$ cat src/rtl/u2u_pkg.sv
`default_nettype none

package u2u_pkg;

  // One input word: a raw UTF-8 byte and the end-of-string mark.
  typedef struct packed {
    logic [7:0] in_byte;
    logic       end_of_string;
  } in_item_t;

  // One output word: a 16-bit code unit and its flags.
  typedef struct packed {
    logic [15:0] code_unit;
    logic        is_terminator;
    logic        truncated;
    logic        last;
  } out_item_t;

  // Results of one decoded byte, handed from the decoder to the output queue.
  typedef struct packed {
    logic [1:0] count;
    out_item_t  first;
    out_item_t  second;
  } push_t;

  // Lead byte thresholds.
  localparam logic [7:0] LeadFour  = 8'hF0;
  localparam logic [7:0] LeadThree = 8'hE0;
  localparam logic [7:0] LeadTwo   = 8'hC0;

  // Payload masks for lead and continuation bytes.
  localparam logic [7:0] MaskFour  = 8'h07;
  localparam logic [7:0] MaskThree = 8'h0F;
  localparam logic [7:0] MaskTwo   = 8'h1F;
  localparam logic [7:0] MaskCont  = 8'h3F;

  // Output queue depth: room for the two results of one byte plus two stored words.
  localparam int unsigned QueueDepth = 4;

endpackage

`default_nettype wire

$ cat src/rtl/utf8_to_utf16_decoder.sv
// Each byte passes through the input register and then the output queue storage
// before its result word is offered; it waits in the input register without room.
// Throughput: one byte per cycle while the output queue has room; a byte marked end
// of string yields two words, which the output side hands out one at a time.
// The bound is the output queue, which takes a byte only with room for two words.
// Reset (rst_ni low, asynchronous) empties the queue and clears the sequence state.
`default_nettype none

module utf8_to_utf16_decoder (
  input  wire logic               clk_i,
  input  wire logic               rst_ni,
  input  wire logic               in_valid_i,
  output logic                    in_stall_o,
  input  wire u2u_pkg::in_item_t  in_data_i,
  output logic                    out_valid_o,
  input  wire logic               out_stall_i,
  output u2u_pkg::out_item_t      out_data_o
);

  u2u_pkg::push_t push;
  logic           room;

  // Byte decoder with its input register and sequence state.
  u2u_decode u_decode (
    .clk_i      (clk_i),
    .rst_ni     (rst_ni),
    .in_valid_i (in_valid_i),
    .in_stall_o (in_stall_o),
    .in_data_i  (in_data_i),
    .room_i     (room),
    .push_o     (push)
  );

  // Output queue that hands out one word at a time.
  u2u_out_fifo u_out_fifo (
    .clk_i       (clk_i),
    .rst_ni      (rst_ni),
    .push_i      (push),
    .room_o      (room),
    .out_valid_o (out_valid_o),
    .out_stall_i (out_stall_i),
    .out_data_o  (out_data_o)
  );

endmodule

`default_nettype wire

$ cat src/rtl/u2u_decode.sv
`default_nettype none

module u2u_decode (
  input  wire logic             clk_i,
  input  wire logic             rst_ni,
  input  wire logic             in_valid_i,
  output logic                  in_stall_o,
  input  wire u2u_pkg::in_item_t in_data_i,
  input  wire logic             room_i,
  output u2u_pkg::push_t        push_o
);

  logic              in_valid_q;
  u2u_pkg::in_item_t in_item_q;
  logic [1:0]        pend_q, pend_d;
  logic [15:0]       part_q, part_d;
  logic              fire;
  logic              unit_ready;
  logic [15:0]       unit;
  logic [15:0]       trunc_value;
  logic [7:0]        b;
  logic              eos;

  // The input register holds a byte until the output queue has room for its results.
  assign fire       = in_valid_q && room_i;
  assign in_stall_o = in_valid_q && !room_i;
  assign b          = in_item_q.in_byte;
  assign eos        = in_item_q.end_of_string;

  always_ff @(posedge clk_i or negedge rst_ni) begin
    if (!rst_ni) begin
      in_valid_q <= 1'b0;
    end else if (!in_stall_o) begin
      in_valid_q <= in_valid_i;
    end
  end

  always_ff @(posedge clk_i) begin
    if (!in_stall_o) begin
      in_item_q <= in_data_i;
    end
  end

  // Sequence state: continuation bytes still expected and the bits gathered so far.
  always_ff @(posedge clk_i or negedge rst_ni) begin
    if (!rst_ni) begin
      pend_q <= 2'd0;
      part_q <= 16'd0;
    end else if (fire) begin
      pend_q <= pend_d;
      part_q <= part_d;
    end
  end

  // Decode one byte against the current sequence state.
  always_comb begin
    pend_d     = pend_q;
    part_d     = part_q;
    unit_ready = 1'b0;
    unit       = 16'd0;
    if (pend_q != 2'd0) begin
      part_d = {part_q[9:0], 6'(b & u2u_pkg::MaskCont)};
      pend_d = pend_q - 2'd1;
      if (pend_d == 2'd0) begin
        unit       = part_d;
        unit_ready = 1'b1;
      end
    end else if (b >= u2u_pkg::LeadFour) begin
      // The lead bits of a four-byte sequence fall above bit 15.
      part_d = 16'(b & u2u_pkg::MaskFour) & 16'd0;
      pend_d = 2'd3;
    end else if (b >= u2u_pkg::LeadThree) begin
      part_d = 16'(b & u2u_pkg::MaskThree);
      pend_d = 2'd2;
    end else if (b >= u2u_pkg::LeadTwo) begin
      part_d = 16'(b & u2u_pkg::MaskTwo);
      pend_d = 2'd1;
    end else begin
      unit       = {8'd0, b};
      unit_ready = 1'b1;
    end

    // An early end pads each missing continuation byte with zeros.
    case (pend_d)
      2'd1:    trunc_value = {part_d[9:0], 6'd0};
      2'd2:    trunc_value = {part_d[3:0], 12'd0};
      default: trunc_value = 16'd0;
    endcase

    if (eos) begin
      pend_d = 2'd0;
      part_d = 16'd0;
    end
  end

  // Build the result words for the output queue.
  always_comb begin
    push_o = '0;
    if (fire) begin
      if (unit_ready) begin
        push_o.first.code_unit = unit;
        if (eos) begin
          push_o.count                = 2'd2;
          push_o.second.is_terminator = 1'b1;
          push_o.second.last          = 1'b1;
        end else begin
          push_o.count = 2'd1;
        end
      end else if (eos) begin
        push_o.count                = 2'd2;
        push_o.first.code_unit      = trunc_value;
        push_o.first.truncated      = 1'b1;
        push_o.second.is_terminator = 1'b1;
        push_o.second.truncated     = 1'b1;
        push_o.second.last          = 1'b1;
      end
    end
  end

`ifndef SYNTHESIS
  // A string end always yields a unit and then the terminator.
  assert property (@(posedge clk_i) disable iff (!rst_ni)
    fire && eos |-> push_o.count == 2'd2 && push_o.second.is_terminator)
    else $error("end of string did not produce two words");

  // The sequence state is cleared after a string end.
  assert property (@(posedge clk_i) disable iff (!rst_ni)
    fire && eos |=> pend_q == 2'd0 && part_q == 16'd0)
    else $error("sequence state not cleared after end of string");

  // Nothing is pushed while no byte is decoded.
  assert property (@(posedge clk_i) disable iff (!rst_ni)
    !fire |-> push_o.count == 2'd0)
    else $error("push without a decoded byte");
`endif

endmodule

`default_nettype wire

$ cat src/rtl/u2u_out_fifo.sv
`default_nettype none

module u2u_out_fifo (
  input  wire logic             clk_i,
  input  wire logic             rst_ni,
  input  wire u2u_pkg::push_t   push_i,
  output logic                  room_o,
  output logic                  out_valid_o,
  input  wire logic             out_stall_i,
  output u2u_pkg::out_item_t    out_data_o
);

  localparam int unsigned Depth = u2u_pkg::QueueDepth;
  localparam int unsigned PtrW  = $clog2(Depth);
  localparam int unsigned CntW  = $clog2(Depth + 1);

  u2u_pkg::out_item_t mem_q [Depth];
  logic [PtrW-1:0]    wr_ptr_q, rd_ptr_q;
  logic [CntW-1:0]    count_q, count_d;
  logic               pop;

  // Room for a full pair of results, judged on the stored count alone.
  assign room_o      = count_q <= CntW'(Depth - 2);
  assign out_valid_o = count_q != '0;
  assign out_data_o  = mem_q[rd_ptr_q];
  assign pop         = out_valid_o && !out_stall_i;
  assign count_d     = count_q + CntW'(push_i.count) - CntW'(pop);

  // Pointers and fill count.
  always_ff @(posedge clk_i or negedge rst_ni) begin
    if (!rst_ni) begin
      wr_ptr_q <= '0;
      rd_ptr_q <= '0;
      count_q  <= '0;
    end else begin
      wr_ptr_q <= wr_ptr_q + PtrW'(push_i.count);
      if (pop) begin
        rd_ptr_q <= rd_ptr_q + PtrW'(1);
      end
      count_q <= count_d;
    end
  end

  // Result storage: one or two words written per decoded byte.
  always_ff @(posedge clk_i) begin
    if (push_i.count != 2'd0) begin
      mem_q[wr_ptr_q] <= push_i.first;
    end
    if (push_i.count == 2'd2) begin
      mem_q[wr_ptr_q + PtrW'(1)] <= push_i.second;
    end
  end

`ifndef SYNTHESIS
  // The fill count never exceeds the storage.
  assert property (@(posedge clk_i) disable iff (!rst_ni)
    count_q <= CntW'(Depth))
    else $error("output queue overflow");

  // Words are pushed only when room was reported.
  assert property (@(posedge clk_i) disable iff (!rst_ni)
    push_i.count != 2'd0 |-> room_o)
    else $error("push without room");

  // A terminator word is always the last word of its string and has a zero code unit.
  assert property (@(posedge clk_i) disable iff (!rst_ni)
    out_valid_o && out_data_o.is_terminator |-> out_data_o.last
      && out_data_o.code_unit == 16'd0)
    else $error("malformed terminator word");
`endif

endmodule

`default_nettype wire
$ cat config.mk
export PLATFORM = sky130hd
export DESIGN_NAME = utf8_to_utf16_decoder
export DESIGN_NICKNAME = d
export VERILOG_FILES = /design/src/rtl/u2u_pkg.sv /design/src/rtl/utf8_to_utf16_decoder.sv /design/src/rtl/u2u_decode.sv /design/src/rtl/u2u_out_fifo.sv
export SDC_FILE = /design/constraint.sdc
export NUM_CORES = 1
export LEC_CHECK = 0
export BUFFER_PORTS_ARGS = -buffer_cell sky130_fd_sc_hd__buf_2
export CAP_MARGIN = 20
export CORE_MARGIN = 1
export CORE_UTILIZATION = 64
export DETAILED_ROUTE_END_ITERATION = 10
export PLACE_DENSITY = 0.94
export SLEW_MARGIN = 0
export SYNTH_ARGS = -nofsm -noshare
export SYNTH_HDL_FRONTEND = slang
export SYNTH_SLANG_ARGS = --single-unit
export TNS_END_PERCENT = 50
$ cat constraint.sdc
create_clock -name clk_i -period 6.1 [get_ports clk_i]
set_clock_uncertainty 0.15 [all_clocks]
set_input_delay 1.22 -clock clk_i [delete_from_list [all_inputs] [get_ports clk_i]]
set_output_delay 1.22 -clock clk_i [all_outputs]
set_load 0.1 [all_outputs]
* Word level (Yosys, flattened, before mapping)
Memory sizes are Yosys's and may differ from the RTL's.
Index checks and enable logic that the tools add are counted.
Widths: inputs -> output; s select.
** Cells by class
- Mux-type cells :: 37
- Equality and inequality tests :: 3
- Magnitude comparators :: 4
- Add/sub/neg operators :: 6
- Reductions and logical operators :: 9
** Operator list (count)
- $mux 16 :: 4
- $mux 18 :: 3
- $mux 10 :: 5
- $pmux 16 s2 :: 1
- $ge 8x8->1 const B :: 3
- $mux 1 :: 15
- $mux 2 :: 6
- $mux 8 :: 1
- $mux 3 :: 2
- $add 2x1->2 const B :: 2
- $eq 2x2->1 const B :: 2
- $reduce_bool 2->1 :: 2
- $add 3x2->3 :: 1
- $le 3x2->1 const B :: 1
- $logic_and 1x1->1 :: 3
- $reduce_bool 3->1 :: 1
- $sub 3x1->3 :: 1
- $add 2x2->2 :: 1
- $eq 2x1->1 const B :: 1
- $logic_not 1->1 :: 2
- $logic_not 2->1 :: 1
- $sub 2x1->2 const B :: 1
** Storage, ports and cells
- Output and inout bits :: 21
- Register bits :: 29
- RAM bits :: 76
- Logic and storage cells :: 68
- Memories kept :: 1
** Memories
- u_out_fifo.mem_q :: words 4, width 19, rd ports 1, clocked after memory_dff 0, wr ports 2, RTL line u2u_out_fifo.sv:17 : u2u_pkg::out_item_t mem_q [Depth];

* Depth between registers and ports, before layout
- Depth after elaboration :: 13
- Gate-level depth with buffers :: 10

* By module
Synthesis repeated with hierarchy kept, for this count alone.
** Unflattened totals
- Cells, all modules :: 385
- Area total of the unflattened synthesis :: 5602.9 um2
** By module, submodules not included
- u2u_out_fifo :: sequential area each 2457.4 um2, cells an instance 224, area an instance 4093.9 um2, instances 1
- u2u_decode :: sequential area each 595.6 um2, cells an instance 161, area an instance 1508.9 um2, instances 1

* Worst setup path before layout
OpenSTA, ideal clock, no wires.
- Path type :: reg2out
- From :: register u_out_fifo.rd_ptr_q[1]
- To :: output out_data_o[2] (netlist name)
- Arrival :: 2.014 ns
- Stages on the path, launching flop included :: 5
- Path buffers :: 3
- Path slack :: 2.716 ns
- Data required time :: 4.730 ns
- Cell sequence :: dfrtp_1 clkbuf_1 clkbuf_1 mux4_2 buf_4
** RTL lines
- start: declaration :: RTL line u2u_out_fifo.sv:18 : logic [PtrW-1:0] wr_ptr_q, rd_ptr_q;
- start signal: assignment :: RTL line u2u_out_fifo.sv:38 : rd_ptr_q <= rd_ptr_q + PtrW'(1);
- end: declaration :: RTL line utf8_to_utf16_decoder.sv:17 : output u2u_pkg::out_item_t out_data_o

==> reports/qor.yml <==
synth_enable_flop_cells: 17
ctsHoldBuffers: 0
cts_resized: 0
ys.warnings.count: 0
grt_first_pass_wirelength_um: 16750
fmax_ghz: 0.2855
vias: 3411
first_iter_violations: 404
wl_um: 10430
synthCells: 378
maxCapViolations: 0
syn_nets: 396
post-cts-setup-buffer-count: 0
synth_top_family_by_area: "compound AO/OA/AOI/OAI gates"
first_global_vias: 3311
synth.distinct_cells: 53
clk_path_buf_depth: 2
overflow: 0
synth_xor_area_frac: 0.01347
yosys.area_share.adder: 0.01539
cp-start-kind: "register"
r2r-start: "u_decode.b[7]"
holdCritPathClass: "reg -> reg"
cp.arrival_ns: 2.13
worstMarginPinSlew_ns: 0.9757
synthSimpleGateAreaFrac: 0.09538
ioPinCount: 34
ant_nets: 0
rows: 30
required_ns: 4.73
fin_crit_sh: 0.5742
portBuffers: 33
clock_sinks: 101
fin_nets: 410
seq_area_frac_synth: 0.5036
first_pass_iters: 5
async_flop_share: 0.1980
rsz0062_at_grt: "no"
status: "finished, final reports clean"
finalSetupTns_ns: 0
htree_num_levels: 3
diodes: 0
endpoint_kind: "output pin"
netlist_area_mm2: 0.004552
fill_cells: 459
synth_area_leader_cell: "dfxtp_1"
dp_hpwl_um: 7192
cts_tree: "built"
worstSetupStartpoint: "u_out_fifo.rd_ptr_q[1]"
gr-usage-all-layers: 0.3027
antenna_found_initial: 0
die_y_um: 86.34
synth_compound_area_frac: 0.2172
ys_top_cells_by_area: "dfxtp_1 28%, edfxtp_1 11%, dfrtp_1 11%, mux4_2 8.9%, o2bb2ai_1 6.2%"
ys_ff_latch: 101
drv_slew: 0
fin_crit_ns: 3.503
cts-root-buf: "clkbuf_8"
core_area_mm2: 0.006832
worstSetupPathType: "reg -> out"
start_util: 0.6663
die_w_um: 86.34
clkTransAtPathRegs_ns: 0.10
synth-main-ff-cell: "dfxtp_1"
drc_errors: 0
syn2layout_area_growth_pct: 7.147
wl_per_cell_um: 21.16
hold_viol: 0
finalSetupViolations: 0
hold_start: "u_out_fifo.mem_q[0][6]"
slew-limit-headroom: 0.3480
gp_congestion: 0.8898
via_per_inst: 6.919
synth_top_area_frac: 0.2815
drive_above_1_share: 0.2217
crit_fanout: 19
worstSkewPairLatency_ns: 0.37
syn_avg_cell_area_um2: 12.04
numCtsBuffers: 9
die-area_mm2: 0.007454
muxShareOfSynthArea: 0.1034
grt_max_degree: 32
layer usage:
layer / vias to the layer above / share of wire / global-route usage
met2: 227 / 0.49 / 0.4935
met4: 0 / 0.018 / 0.1182
met3: 26 / 0.087 / 0.07238
met5: - / 0 / 0
met1: 1668 / 0.41 / 0.3940
li1: 1490 / - / -
stage by stage:
stage / cell area (um2) / util / worst slack (ns) / std cells / hold slack (ns)
finish: 4877 / 0.7139 / 2.597 / 493 / 0.3247
global route: 4877 / 0.7139 / 2.553 / 493 / 0.3305
CTS: 4850 / 0.7099 / 2.180 / 492 / 0.3187
detailed placement: 4669 / 0.6835 / 2.589 / 476 / 0.2959
global placement: 4669 / 0.6835 / 2.687 / 476 / 0.2899
floorplan: 4552 / - / 2.716 / 378 / 0.2771
Yosys cell counts (3+ instances only):
library cell,instances
nand2b_1,9
a21o_1,3
buf_2,14
o2bb2ai_1,32
nor3_1,8
xnor2_1,4
o31ai_1,5
dfrtp_1,20
o32ai_1,4
a22o_1,14
a21oi_1,6
a32oi_1,8
a32o_1,16
nor2b_1,3
inv_1,16
dfxtp_1,64
nor2_1,5
clkbuf_1,12
nand2_1,22
nand3_1,7
edfxtp_1,17
buf_6,4
o21ai_0,16
mux4_2,18
or3_1,5
xor2_1,3
ha_1,4
area by class of cell:
| type | instances | area (um2) | share of cell area |
|---|---|---|---|
| Multi-Input combinational cell | 228 | 2024 | 0.4151 |
| Tap cell | 96 | 120.1 | 0.02463 |
| Sequential cell | 101 | 2292 | 0.4700 |
| Inverter | 18 | 67.56 | 0.01385 |
| Clock inverter | 6 | 52.55 | 0.01077 |
| Clock buffer | 10 | 127.6 | 0.02617 |
| Timing Repair Buffer | 34 | 192.7 | 0.03951 |
worst max-delay path: stages (launching register included):
cell,delay (ns)
dfrtp_1,0.95
mux4_2,0.37
buf_2,0.43
logic make-up after synthesis:
| logic type | after synthesis |
|---|---|
| AO/OA/AOI/OAI | 119 |
| buffers and inverters | 49 |
| AND/OR/NAND/NOR | 73 |
| adder cells (fa/ha/maj) | 5 |
| XOR/XNOR | 7 |
| flip-flops | 101 |
| multiplexers | 24 |
registers in the layout, summed over array words and instances, names as in the netlist:
| name | count |
|---|---|
| u_out_fifo.mem_q | 72 |
| u_decode.part_q | 10 |
| u_decode.b | 8 |
| u_out_fifo.count_q | 3 |
| u_decode.pend_q | 2 |
| u_out_fifo.rd_ptr_q | 2 |
| u_out_fifo.wr_ptr_q | 2 |
| u_decode.eos | 1 |
| u_decode.in_valid_q | 1 |
placed cells by master, fill, tap and decap left out, drive strengths merged, types with 2 or more instances in the layout:
cell type,Yosys,routed
xor2,3,3
mux2i,2,2
or3,5,5
o32ai,4,4
and2,2,2
nand3,7,7
xnor2,4,4
a32oi,8,8
nor3,10,10
nand3b,2,2
edfxtp,17,17
o2bb2ai,32,32
o31ai,5,5
nand2b,9,9
nor2,6,6
a221oi,3,3
inv,18,23
dfxtp,64,64
nor2b,3,3
clkbuf,12,10
and3,2,2
nand2,22,22
mux2,4,4
buf,19,34
a21o,3,3
a31oi,2,2
nor4b,2,2
a21oi,8,8
a22o,14,14
a221o,2,2
a32o,16,16
ha,4,4
o21ai,16,16
a31o,2,2
mux4,18,18
dfrtp,20,20
path summary, 6_finish.rpt:
| check | slack [ns] | endpoint | cells past startpoint |
|---|---|---|---|
| worst max-delay path | 2.60 | out_data_o[18] | 2 |
| worst min-delay path | 0.32 | u_out_fifo.mem_q[0][6] | 1 |
| worst max register to register | 2.90 | u_out_fifo.mem_q[1][13] | 9 |
| worst min register to register | 0.32 | u_out_fifo.mem_q[0][6] | 1 |
| max in group asynchronous | 4.83 | u_decode.part_q[3] | 1 |
| min in group asynchronous | 0.64 | u_out_fifo.wr_ptr_q[0] | 1 |
Power is left out: the tool's default activity adds up to more than one toggle a clock period on the data nets, which glitch-free logic cannot reach.
